### src/hw/rtl/rva2mg_pkg.sv
// shared types and constants for the relative-volume master gain parser
// no dependencies; imported by rva2mg_step and rva2_master_gain_parser_unit
package rva2mg_pkg;

    // which byte of a channel record comes next
    localparam logic [2:0] PH_TYPE    = 3'd0;
    localparam logic [2:0] PH_GAIN_HI = 3'd1;
    localparam logic [2:0] PH_GAIN_LO = 3'd2;
    localparam logic [2:0] PH_COUNT   = 3'd3;
    localparam logic [2:0] PH_PEAK    = 3'd4;

    // channel type code of the master volume record
    localparam logic [7:0] MASTER_TYPE = 8'h01;

    // largest number of peak bytes a record can carry
    localparam logic [5:0] MAX_PEAK_BYTES = 6'd32;

    // parser state carried between transactions
    typedef struct packed {
        logic [2:0]  phase;
        logic [5:0]  peak_left;
        logic [15:0] gain;
        logic        is_master;
        logic        answer_given;
    } parse_state_t;

    // result produced by one input byte
    typedef struct packed {
        logic        valid;
        logic        found;
        logic [15:0] gain;
    } parse_result_t;

endpackage

### src/hw/rtl/rva2mg_step.sv
// next-state and result logic for one body byte of the parser
// depends on rva2mg_pkg for the state and result structs
module rva2mg_step (
    input  rva2mg_pkg::parse_state_t  cur_state,
    input  logic [7:0]                body_byte,
    input  logic                      end_of_body,
    output rva2mg_pkg::parse_state_t  next_state,
    output rva2mg_pkg::parse_result_t result
);
    import rva2mg_pkg::*;

    logic       complete;
    logic [8:0] peak_sum;
    logic [5:0] peak_count;
    logic [5:0] peak_dec;

    // peak byte count is ceil(bits/8)
    assign peak_sum   = {1'b0, body_byte} + 9'd7;
    assign peak_count = peak_sum[8:3];
    assign peak_dec   = (cur_state.peak_left != 6'd0) ? (cur_state.peak_left - 6'd1)
                                                      : cur_state.peak_left;

    always_comb begin
        next_state = cur_state;
        result     = '0;
        complete   = 1'b0;

        // record field decode, skipped once the answer is out
        if (!cur_state.answer_given) begin
            unique case (cur_state.phase)
                PH_GAIN_HI: begin
                    next_state.gain  = {body_byte, 8'h00};
                    next_state.phase = PH_GAIN_LO;
                end
                PH_GAIN_LO: begin
                    next_state.gain  = cur_state.gain | {8'h00, body_byte};
                    next_state.phase = PH_COUNT;
                end
                PH_COUNT: begin
                    if (peak_count == 6'd0) begin
                        complete = 1'b1;
                    end else begin
                        next_state.peak_left = peak_count;
                        next_state.phase     = PH_PEAK;
                    end
                end
                PH_PEAK: begin
                    next_state.peak_left = peak_dec;
                    if (peak_dec == 6'd0) begin
                        complete = 1'b1;
                    end
                end
                default: begin
                    // type byte, also taken for unused phase codes
                    next_state.is_master = (body_byte == MASTER_TYPE);
                    next_state.gain      = 16'h0000;
                    next_state.phase     = PH_GAIN_HI;
                end
            endcase

            // record finished: report a master record
            if (complete) begin
                next_state.phase     = PH_TYPE;
                next_state.peak_left = 6'd0;
                if (cur_state.is_master) begin
                    result.valid            = 1'b1;
                    result.found            = 1'b1;
                    result.gain             = next_state.gain;
                    next_state.answer_given = 1'b1;
                end
            end
        end

        // end of body: not-found answer if none given, then restart
        if (end_of_body) begin
            if (!next_state.answer_given) begin
                result.valid = 1'b1;
                result.found = 1'b0;
                result.gain  = 16'h0000;
            end
            next_state = '0;
        end
    end

endmodule

### src/hw/rtl/rva2_master_gain_parser_unit.sv
// top level of the relative-volume master gain parser with stream ports
// depends on rva2mg_pkg and rva2mg_step
// a result is registered and shows on the master side in the cycle after the byte that causes it is accepted
// throughput: one body byte per cycle; the parser state updates in a single pass per byte
// the input side stalls only while a held result is not taken
// reset: aresetn low synchronously clears the parser state and the output valid
module rva2_master_gain_parser_unit (
    input  logic        aclk,
    input  logic        aresetn,
    input  logic        s_tvalid,
    output logic        s_tready,
    input  logic [7:0]  s_tdata,   // [7:0] body_byte
    input  logic        s_tlast,   // end_of_body
    output logic        m_tvalid,
    input  logic        m_tready,
    output logic [15:0] m_tdata,   // [15:0] gain (signed)
    output logic        m_tuser    // [0] found
);
    import rva2mg_pkg::*;

    parse_state_t  state_reg;
    parse_state_t  state_next;
    parse_result_t step_result;
    logic          s_accept;
    logic          out_valid_reg;
    logic          out_found_reg;
    logic [15:0]   out_gain_reg;

    // accept while the output register is empty or being drained
    assign s_tready = !out_valid_reg || m_tready;
    assign s_accept = s_tvalid && s_tready;

    rva2mg_step u_step (
        .cur_state   (state_reg),
        .body_byte   (s_tdata),
        .end_of_body (s_tlast),
        .next_state  (state_next),
        .result      (step_result)
    );

    // parser state
    always_ff @(posedge aclk) begin
        if (!aresetn) begin
            state_reg <= '0;
        end else if (s_accept) begin
            state_reg <= state_next;
        end
    end

    // output valid
    always_ff @(posedge aclk) begin
        if (!aresetn) begin
            out_valid_reg <= 1'b0;
        end else if (s_accept && step_result.valid) begin
            out_valid_reg <= 1'b1;
        end else if (m_tready) begin
            out_valid_reg <= 1'b0;
        end
    end

    // output payload
    always_ff @(posedge aclk) begin
        if (s_accept && step_result.valid) begin
            out_found_reg <= step_result.found;
            out_gain_reg  <= step_result.gain;
        end
    end

    assign m_tvalid = out_valid_reg;
    assign m_tdata  = out_gain_reg;
    assign m_tuser  = out_found_reg;

    // a not-found result always carries zero gain
    assert property (@(posedge aclk) disable iff (!aresetn)
        (m_tvalid && !m_tuser) |-> (m_tdata == 16'h0000))
        else $error("not-found result with nonzero gain");

    // once answered the parser sits at a record boundary
    assert property (@(posedge aclk) disable iff (!aresetn)
        state_reg.answer_given |-> (state_reg.phase == PH_TYPE && state_reg.peak_left == 6'd0))
        else $error("answered parser not at record boundary");

    // skipping peak bytes always has some left, and no more than MAX_PEAK_BYTES
    assert property (@(posedge aclk) disable iff (!aresetn)
        (state_reg.phase == PH_PEAK) |->
            (state_reg.peak_left != 6'd0 && state_reg.peak_left <= MAX_PEAK_BYTES))
        else $error("peak byte count out of range");

    // a found result mid-body marks the answer as given
    assert property (@(posedge aclk) disable iff (!aresetn)
        (s_accept && step_result.valid && step_result.found && !s_tlast)
            |=> state_reg.answer_given)
        else $error("found result without answer flag");

endmodule

### config.mk
export PLATFORM = sky130hd
export DESIGN_NAME = rva2_master_gain_parser_unit
export DESIGN_NICKNAME = d
export VERILOG_FILES = /design/src/hw/rtl/rva2mg_pkg.sv /design/src/hw/rtl/rva2mg_step.sv /design/src/hw/rtl/rva2_master_gain_parser_unit.sv
export SDC_FILE = /design/constraint.sdc
export NUM_CORES = 1
export LEC_CHECK = 0
export BUFFER_PORTS_ARGS = -buffer_cell sky130_fd_sc_hd__buf_4
export CORE_MARGIN = 10
export CORE_UTILIZATION = 50
export CTS_BUF_LIST = sky130_fd_sc_hd__clkbuf_2
export DETAILED_ROUTE_END_ITERATION = 8
export PLACE_DENSITY = 0.79
export SETUP_SLACK_MARGIN = 0.5
export SLEW_MARGIN = 40
export SYNTH_ARGS = -nofsm -noshare
export SYNTH_HDL_FRONTEND = slang
export SYNTH_SLANG_ARGS = --single-unit
### constraint.sdc
create_clock -name aclk -period 8.63 [get_ports aclk]
set_input_delay 1.726 -clock aclk [delete_from_list [all_inputs] [get_ports aclk]]
set_output_delay 1.726 -clock aclk [all_outputs]
set_load 0.02 [all_outputs]
# Word-level counts from Yosys, hierarchy flattened
# Cells that the tools add are included.
[totals]
output_inout_bits = 19
inputBits = 13
word_cells = 57
reg_bits = 45
[op_classes]
n_addsub = 2
eq_ne = 9
reduce_logical = 15
n_mux = 22
bitwise_logic = 1
[ops]
columns = ["op", "count"]
rows = [
  ["$mux W18", 5],
  ["$mux W27", 2],
  ["$pmux W16 S3", 1],
  ["$mux W9", 2],
  ["$or A16 B8 Y16", 1],
  ["$logic_not A6 Y1", 2],
  ["$pmux W3 S4", 1],
  ["$pmux W6 S2", 1],
  ["$add A8 B3 Y9 const B", 1],
  ["$eq A8 B1 Y1 const B", 1],
  ["$mux W1", 8],
  ["$reduce_and A4 Y1", 2],
  ["$eq A3 B2 Y1 const B", 2],
  ["$mux W6", 1],
  ["$reduce_bool A6 Y1", 1],
  ["$sub A6 B1 Y6 const B", 1],
  ["$ne A4 B4 Y1 const B", 1],
  ["$reduce_bool A4 Y1", 1],
  ["$reduce_or A4 Y1", 1],
  ["$eq A3 B1 Y1 const B", 1],
  ["$eq A3 B3 Y1 const B", 1],
  ["$ne A3 B2 Y1 const B", 1],
  ["$reduce_and A3 Y1", 1],
  ["$logic_and A1 B1 Y1", 2],
  ["8 further kinds", 8],
]

# Logic depth before layout (Yosys ltp)
# Gate-level depths: netlist of run 1.
[depth]
ltp_word = 12
depth_mapped = 9
depth_no_buf = 8

# Modules after synthesis
# Synthesis of run 1 repeated with hierarchy kept, for this count alone.
[hier_totals]
hier_cells = 392
hier_area_um2 = 3271.9
[modules_own_cells]
columns = ["module", "cells_per_inst", "instances", "area_each_um2"]
rows = [
  ["rva2_master_gain_parser_unit", 140, 1, 1669.1],
  ["rva2mg_step", 252, 1, 1602.8],
]

# Worst setup path after synthesis of run 1
# Ideal clock, no wire load.
[synth_path]
path_type = "input port to flip-flop"
startpoint = "input s_tdata[4]"
endpoint = "register out_gain_reg[0] (netlist: m_tdata[0]) (enable)"
t_arrival_ps = 3598
stages = 6
t_required_ps = 8233
slack_ps = 4635
path_cell_list = "clkbuf_1 nor3_1 and4_2 o21ai_2 buf_2 a21oi_1"
[synth_between]
elab_chain_cells = 10
elab_cells_between_ends = 12
classes_between = "add/sub (1); mux (9); reduce/logical (2)"
[synth_rtl]
columns = ["element", "line", "rtl"]
rows = [
  ["start: declaration", "rva2_master_gain_parser_unit.sv:12", "input logic [7:0] s_tdata,"],
  ["$add A8 B3 Y9 *", "rva2mg_step.sv:18", "assign peak_sum = {1'b0, body_byte} + 9'd7;"],
  ["$logic_not A6 Y1 *", "rva2mg_step.sv:40", "if (peak_count == 6'd0) begin"],
  ["$mux W1 *", "rva2mg_step.sv:40", ""],
  ["$pmux W1 S2 *", "rva2mg_step.sv:30", "unique case (cur_state.phase)"],
  ["$mux W1 *", "rva2mg_step.sv:29", "if (!cur_state.answer_given) begin"],
  ["$mux W18 / $mux W1 (equally long branches)", "rva2mg_step.sv:62", "if (complete) begin"],
  ["$mux W18 / $mux W27 (equally long branches)", "rva2mg_step.sv:29", ""],
  ["$mux W18", "rva2mg_step.sv:76", "if (!next_state.answer_given) begin"],
  ["$mux W18 *", "rva2mg_step.sv:75", "if (end_of_body) begin"],
  ["$logic_and A1 B1 Y1 *", "rva2_master_gain_parser_unit.sv:63", "if (s_accept && step_result.valid) begin"],
  ["end signal: assignment", "rva2_master_gain_parser_unit.sv:65", "out_gain_reg <= step_result.gain;"],
  ["end: declaration", "rva2_master_gain_parser_unit.sv:27", "logic [15:0] out_gain_reg;"],
]
# Mark *: on every way between the ends. The rest lies on a longest branch, timed or not. The select of a mux whose other input is x is not followed.
# A chain may end at the register's enable or synchronous reset.

# Final worst setup path of run 1
[layout_path]
startpoint = "input m_tready"
endpoint = "output s_tready"
[layout_between]
elab_chain_cells = 1
[layout_rtl]
columns = ["element", "line", "rtl"]
rows = [
  ["start: declaration", "rva2_master_gain_parser_unit.sv:15", "input logic m_tready,"],
  ["$logic_or A1 B1 Y1", "rva2_master_gain_parser_unit.sv:30", "assign s_tready = !out_valid_reg || m_tready;"],
  ["end: declaration", "rva2_master_gain_parser_unit.sv:11", "output logic s_tready,"],
]
# Every way passes these cells.

==> summary.md, run 1 <==
| Metric | Value |
|---|---|
| Fin. Hold Viols | `0` |
| Post-synth EDFFs | `17` |
| Clock root buffer | `clkbuf_2` |
| Starting DRT DRC Count | `320` |
| Overflow after GRT | `0` |
| Reg2Reg Capture Point | `m_tdata[6]` |
| CTS tree | `built` |
| VDD IR-drop max | `0.0823 mV` |
| # fillers | `444` |
| Row cnt | `25` |
| Period utilisation layout | `45.0%` |
| Critical path required time | `6.90 ns` |
| Vias | `2157` |
| DP HPWL | `4210 um` |
| First-pass GRT wire length | `9960 um` |
| R2r worst-path depth | `6` |
| ANT nets after route | `0` |
| Most frequent cells in the layout | `nand2_1 (37), buf_4 (34), dfxtp_1 (28), a21oi_1 (26), nor2_1 (22)` |
| Top FF cell, synth | `dfxtp_1` |
| WP data arrival | `2.16 ns` |
| Final routed DRC violation total | `0` |
| FF+latch area | `0.00107 mm2` |
| Layout cells sized above 1 | `19.2%` |
| Worst-path clk slew | `0.22 ns` |
| Yosys cell types | `52` |
| Async SR Flop Fraction | `0%` |
| Via density | `5.77` |
| Largest net degree at the start of global routing | `20` |
| Relative slew slack | `44.9%` |
| Non-Filler Instances | `374` |
| CP endpoint kind | `output port` |
| WL final | `5940 um` |
| Total Nets Final | `321` |
| Setup Fix Bufs, Post-CTS | `0` |
| Hold Crit Class | `flop to flop` |
| Die area | `0.00825 mm2` |
| Number of port buffers | `31` |
| Setup_tns | `0 ns` |
| Mapped Area | `0.00251 mm2` |
| Clock sinks | `45` |
| Wire length per cell | `15.9 um` |
| Drt pass-1 iters | `5` |
| Pleak | `0.945 nW` |
| Commonest non-fill, non-tap cell in the layout | `nand2_1` |
| Max Clock Skew | `0.0213 ns` |
| CP Max Fanout | `3` |
| Starting Density | `52.4%` |
| Antenna Cells | `0` |
| Setup CP Type | `input pin to output port` |
| MaxCap Viol Count | `0` |
| Critical path launch point | `m_tready` |
| DP Cell Count | `366` |
| R2R Setup Slk | `5.63 ns` |
| Worst setup path end | `s_tready` |
| Chip width | `90.8 um` |
| CTS Hold Bufs | `0` |
| Post-Syn Nets | `302` |
| Outcome | `finished, final reports clean` |
| CTS H-tree depth | `2` |
| TritonCTS Buffers | `5` |
| CTS max path bufs | `2` |
| CP startpoint kind | `input pin` |
| Placer Congestion | `0.898` |
| Number of flip-flops in the largest register | `27` |
| Gr usage total | `14.3%` |
| Number of synthesized register bits | `45` |
| Worst skew pair latency | `0.42 ns` |
| YS warnings | `0` |
| Area grow syn2layout | `10.4%` |
| Synth Instances | `287` |
| RSZ-0062 raised after global routing | `false` |
| Core Box Area | `0.00479 mm2` |
| Seq/Total Area, Yosys | `42.7%` |
| RR Startpoint | `state_reg[26]` |
| Pwr Total | `0.384 mW` |
| Final Max Slew Viols | `0` |
| Vias in the first global route | `1961` |
| Final setup vio count | `0` |
| Die span in y | `90.8 um` |
| Crit path time final | `3.88 ns` |
| Io pins | `32` |
| Post-cts resize count | `0` |
| Power Density | `139 mW/mm2` |
| Fmax | `258 MHz` |
| Worst Tran Pin Value | `0.826 ns` |
| Multi-input gate area | `0.00128 mm2` |
| Final core occ | `57.9%` |
| Initial antenna violation count | `0` |
| Syn Area/Cell | `8.74 um2` |
[layout make-up]
| type | instances | area share, % |
|---|---|---|
| clock inverter | 3 | 0.633 |
| timing repair buffer | 34 | 9.22 |
| tap | 67 | 3.03 |
| inverter | 9 | 1.22 |
| clock buffer | 5 | 0.904 |
| sequential | 45 | 38.7 |
| multi-input combinational | 211 | 46.3 |
[report_power, final]
group | internal (mW) | total (mW) | switching (mW) | leakage (nW)
sequential | 0.225 | 0.231 | 0.00572 | 0.388
clock | 0.0192 | 0.0871 | 0.0679 | 0.0304
combinational | 0.0259 | 0.0662 | 0.0403 | 0.527
total | 0.270 | 0.384 | 0.114 | 0.945
[cell families after synthesis]
logic type	after synthesis	share of synthesized area, %
muxes	1	0.599
xor gates and xnor gates	6	2.10
AOI/OAI and AO/OA	83	21.8
and+or+nand+nor	119	25.4
adders and majority gates	2	0.998
buffers and inverters	31	6.39
DFF	45	42.7
[metrics by stage]
| step | setup slack [ns] | hold slack (ns) | cell area (um2) |
|---|---|---|---|
| global placement | 4.76 | 0.489 | 2720 |
| global route | 4.72 | 0.565 | 2770 |
| detailed placement | 4.74 | 0.493 | 2730 |
| finish | 4.75 | 0.517 | 2770 |
| floorplan | 4.63 | 0.467 | 2510 |
| CTS | 4.74 | 0.522 | 2770 |
[worst max-delay path: stages]
cell,delay (ns)
buf_4,0.10
nand2b_1,0.16
buf_4,0.17
[cell usage after synthesis, types with 6 or more instances]
cell	n	area [um2]
a21oi_1	26	130
o21ai_0	20	100
nand2_1	37	139
dfxtp_1	28	561
or3_1	6	37.5
nor3_1	13	65.1
clkbuf_1	14	52.6
a22oi_1	17	128
nor2_1	22	82.6
and2_1	13	81.3
inv_1	8	30.0
edfxtp_1	17	510
[per-layer routing]
layer / vias to the layer above / global-route usage (%) / wire [um]
li1: 1064 / - / -
met1: 1011 / 18.6 / 2660
met2: 77 / 23.0 / 2800
met3: 5 / 2.99 / 437
met4: 0 / 4.44 / 42
met5: - / 0 / 0
[worst min path at each step]
| stage | start | end | slack, ns | depth (start not counted) |
|---|---|---|---|---|
| final | state_reg[23] | state_reg[23] | 0.52 | 2 |
| after global routing | state_reg[23] | state_reg[23] | 0.57 | 2 |
| after CTS | state_reg[23] | state_reg[23] | 0.52 | 2 |
| after detailed placement | state_reg[23] | state_reg[23] | 0.49 | 2 |
| after global placement | state_reg[23] | state_reg[23] | 0.49 | 2 |
| after floorplan | state_reg[23] | state_reg[23] | 0.47 | 2 |
Power figures use the tool's default switching activity.
==> run 2, diff against run 1 <==
--- a/config.mk
+++ b/config.mk
@@ -5,6 +5,7 @@
 export SDC_FILE = /design/constraint.sdc
 export NUM_CORES = 1
 export LEC_CHECK = 0
+export ABC_AREA = 1
 export BUFFER_PORTS_ARGS = -buffer_cell sky130_fd_sc_hd__buf_4
 export CORE_MARGIN = 10
 export CORE_UTILIZATION = 50
==> constraint.sdc (replaced) <==
create_clock -name aclk -period 3.83 [get_ports aclk]
set_input_delay 0.766 -clock aclk [delete_from_list [all_inputs] [get_ports aclk]]
set_output_delay 0.766 -clock aclk [all_outputs]
set_load 0.02 [all_outputs]
==> summary.md, run 2 <==
| Metric | Value |
|---|---|
| Synth Instances | `331` |
| First-pass GRT wire length | `10000 um` |
| Mapped Area | `0.00251 mm2` |
| Fmax | `391 MHz` |
| WP data arrival | `2.65 ns` |
| DP HPWL | `4380 um` |
| Worst path bufs/invs | `3` |
| Post-cts resize count | `0` |
| Final routed DRC violation total | `0` |
| CP startpoint kind | `flop` |
| Power Density | `345 mW/mm2` |
| Seq/Total Area, Yosys | `42.6%` |
| Number of flip-flops in the largest register | `27` |
| Leading area contributor after synthesis | `dfxtp_1` |
| Die span in y | `90.9 um` |
| Fin area | `0.00287 mm2` |
| FF+latch area | `0.00107 mm2` |
| Worst Hold Depth | `2` |
| RR Startpoint | `state_reg[18]` |
| Drt pass-1 iters | `4` |
| Area grow syn2layout | `14.1%` |
| Fin. Hold Viols | `0` |
| Hold path start | `state_reg[16]` |
| Yosys cell types | `30` |
| Sw Pwr | `0.312 mW` |
| Post-Syn Nets | `346` |
| CTS tree | `built` |
| Wire length per cell | `13.7 um` |
| Number of port buffers | `31` |
| Post-synth EDFFs | `17` |
| Pleak | `1.10 nW` |
| CP max-delay cell | `inv_1` |
| Final worst setup slack | `1.27 ns` |
| CP top delay family | `simple AND/OR/NAND/NOR gates` |
| # fillers | `423` |
| WL final | `5910 um` |
| VDD IR-drop max | `0.198 mV` |
| Antenna Cells | `0` |
| Clock root buffer | `clkbuf_2` |
| Combinational power share | `20.0%` |
| Reg2Reg Capture Point | `m_tuser` |
| Max Clock Skew | `0.0242 ns` |
| Synth top area share | `22.3%` |
| Sw Ratio | `31.5%` |
| Crit-path most repeated cell | `nand2_1` |
| Setup CP Type | `flop to flop` |
| Final setup vio count | `0` |
| Vias | `2266` |
| Relative slew slack | `58.5%` |
| Worst Tran Pin Value | `0.621 ns` |
| Hold Crit Endpoint | `state_reg[16]` |
| Worst-path clk slew | `0.22 ns` |
| Initial antenna violation count | `0` |
| Crit path time final | `2.56 ns` |
| RSZ-0062 raised after global routing | `false` |
| Starting DRT DRC Count | `167` |
| CTS max path bufs | `2` |
| Most frequent cells in the layout | `nand2_1 (88), inv_1 (37), buf_4 (32), nor2_1 (30), dfxtp_1 (28)` |
| Largest net degree at the start of global routing | `26` |
| Starting Density | `52.5%` |
| Gr usage total | `14.4%` |
| Critical path required time | `3.92 ns` |
| Chip width | `90.9 um` |
| Pint | `0.678 mW` |
| Clock sinks | `45` |
| MaxCap Viol Count | `0` |
| Setup Slack @ Placement | `0.985 ns` |
| Hold Crit Class | `flop to flop` |
| Final Max Slew Viols | `0` |
| Setup Fix Bufs, Post-CTS | `0` |
| Critical Path Stages | `14` |
| Via density | `5.26` |
| ANT nets after route | `0` |
| Core Box Area | `0.00479 mm2` |
| Pwr Total | `0.990 mW` |
| Io pins | `32` |
| Number of synthesized register bits | `45` |
| Top FF cell, synth | `dfxtp_1` |
| CTS H-tree depth | `2` |
| Period utilisation layout | `66.7%` |
| Outcome | `finished, final reports clean` |
| Placer Congestion | `0.935` |
| Clk network pwr share | `27.2%` |
| Vias in the first global route | `2179` |
| CTS Hold Bufs | `0` |
| Top post-synthesis cells by count | `nand2_1 (88), inv_1 (38), nor2_1 (30)` |
| Multi-input gate area | `0.00123 mm2` |
| CP Cell Sequence | `inv_1 > ha_1 > inv_1 > nor2_1 > nand4_1 > nand2_1 > nand2_1 > nor2_1 > nand2_1 > nand2_2 > nand3_2 > nand2_1 > nand2_1 > inv_1` |
| Async SR Flop Fraction | `0%` |
| Syn Area/Cell | `7.60 um2` |
| Total Nets Final | `378` |
| Row cnt | `25` |
| Layout cells sized above 1 | `24.5%` |
| YS warnings | `0` |
| Part of the power in registers | `52.8%` |
| CP endpoint kind | `flop` |
| Overflow after GRT | `0` |
| Most frequent cell after synthesis | `nand2_1` |
| Commonest non-fill, non-tap cell in the layout | `nand2_1` |
| Worst skew pair latency | `0.43 ns` |
| Area after DPL | `0.00280 mm2` |
| Final core occ | `60.0%` |
| R2R Setup Slk | `1.27 ns` |
| TritonCTS Buffers | `5` |
| R2r worst-path depth | `14` |
| Largest cells by area after synthesis | `dfxtp_1 (22%), edfxtp_1 (20%), nand2_1 (13%)` |
| Worst stage delay on the critical path | `0.48 ns` |
| Setup_tns | `0 ns` |
| CP Max Fanout | `17` |
| Die area | `0.00827 mm2` |
## run 2: cell types whose count changed in the layout (fill, tap and decap cells not counted), moves of 10 or more
cell	before	now
o21ai_0	20	6
a22oi_1	17	0
nand3_1	3	18
nand2_1	37	88
a21oi_2	0	17
nand4_1	3	13
and2_1	13	0
inv_1	8	37
## run 2: metal layers
layer	vias to the layer above	GRT usage, %	wire, um
met3	11	4.41	440
met1	1027	16.3	2540
li1	1145	-	-
met2	83	24.3	2810
met5	-	0	0
met4	0	6.27	118
## run 2: logic make-up after synthesis
logic type,Yosys count,share of synthesized area [%]
AND/OR/NAND/NOR,178,34.2
AO/OA/AOI/OAI,53,13.5
buffers and inverters,52,8.31
flip-flops,45,42.6
adder cells (fa/ha/maj),2,0.995
XOR/XNOR,1,0.348
## run 2: tightest hold or removal path: stages (launching register included)
cell and delay (ns):
dfxtp_1 0.36, nand2_1 0.06, a21oi_1 0.05
## run 2: how the worst max path moves through the flow
stage | startpoint | end | slack [ns]
2_1_floorplan | s_tdata[1] | m_tdata[0] | 1.50
3_3_place_gp | s_tdata[1] | m_tdata[12] | 1.11
3_5_place_dp | s_tdata[1] | m_tdata[12] | 0.99
4_1_cts | state_reg[18] | m_tuser | 1.26
5_1_grt | state_reg[18] | m_tdata[10] | 1.01
6_report | state_reg[18] | m_tuser | 1.27
## run 2: power groups by stage
stage / registers (mW) / logic [mW] / clock network (mW)
CTS: 0.523 / 0.198 / 0.272
global placement: 0.532 / 0.194 / 0
floorplan: 0.537 / 0.133 / 0
detailed placement: 0.532 / 0.196 / 0
global route: 0.525 / 0.221 / 0.289
finish: 0.523 / 0.198 / 0.270
## run 2: cell type report
class | instances | area share, %
Clock buffer | 5 | 0.872
Clock inverter | 3 | 1.44
Timing Repair Buffer | 32 | 8.37
Sequential cell | 45 | 37.3
Multi-Input combinational cell | 234 | 43.0
Tap cell | 67 | 2.92
Inverter | 45 | 6.06
## run 2: through the flow
stage               hold WS [ns]  instances
floorplan                  0.444        331
detailed placement         0.458        423
finish                     0.481        431
global placement           0.451        423
CTS                        0.484        431
global route               0.503        431
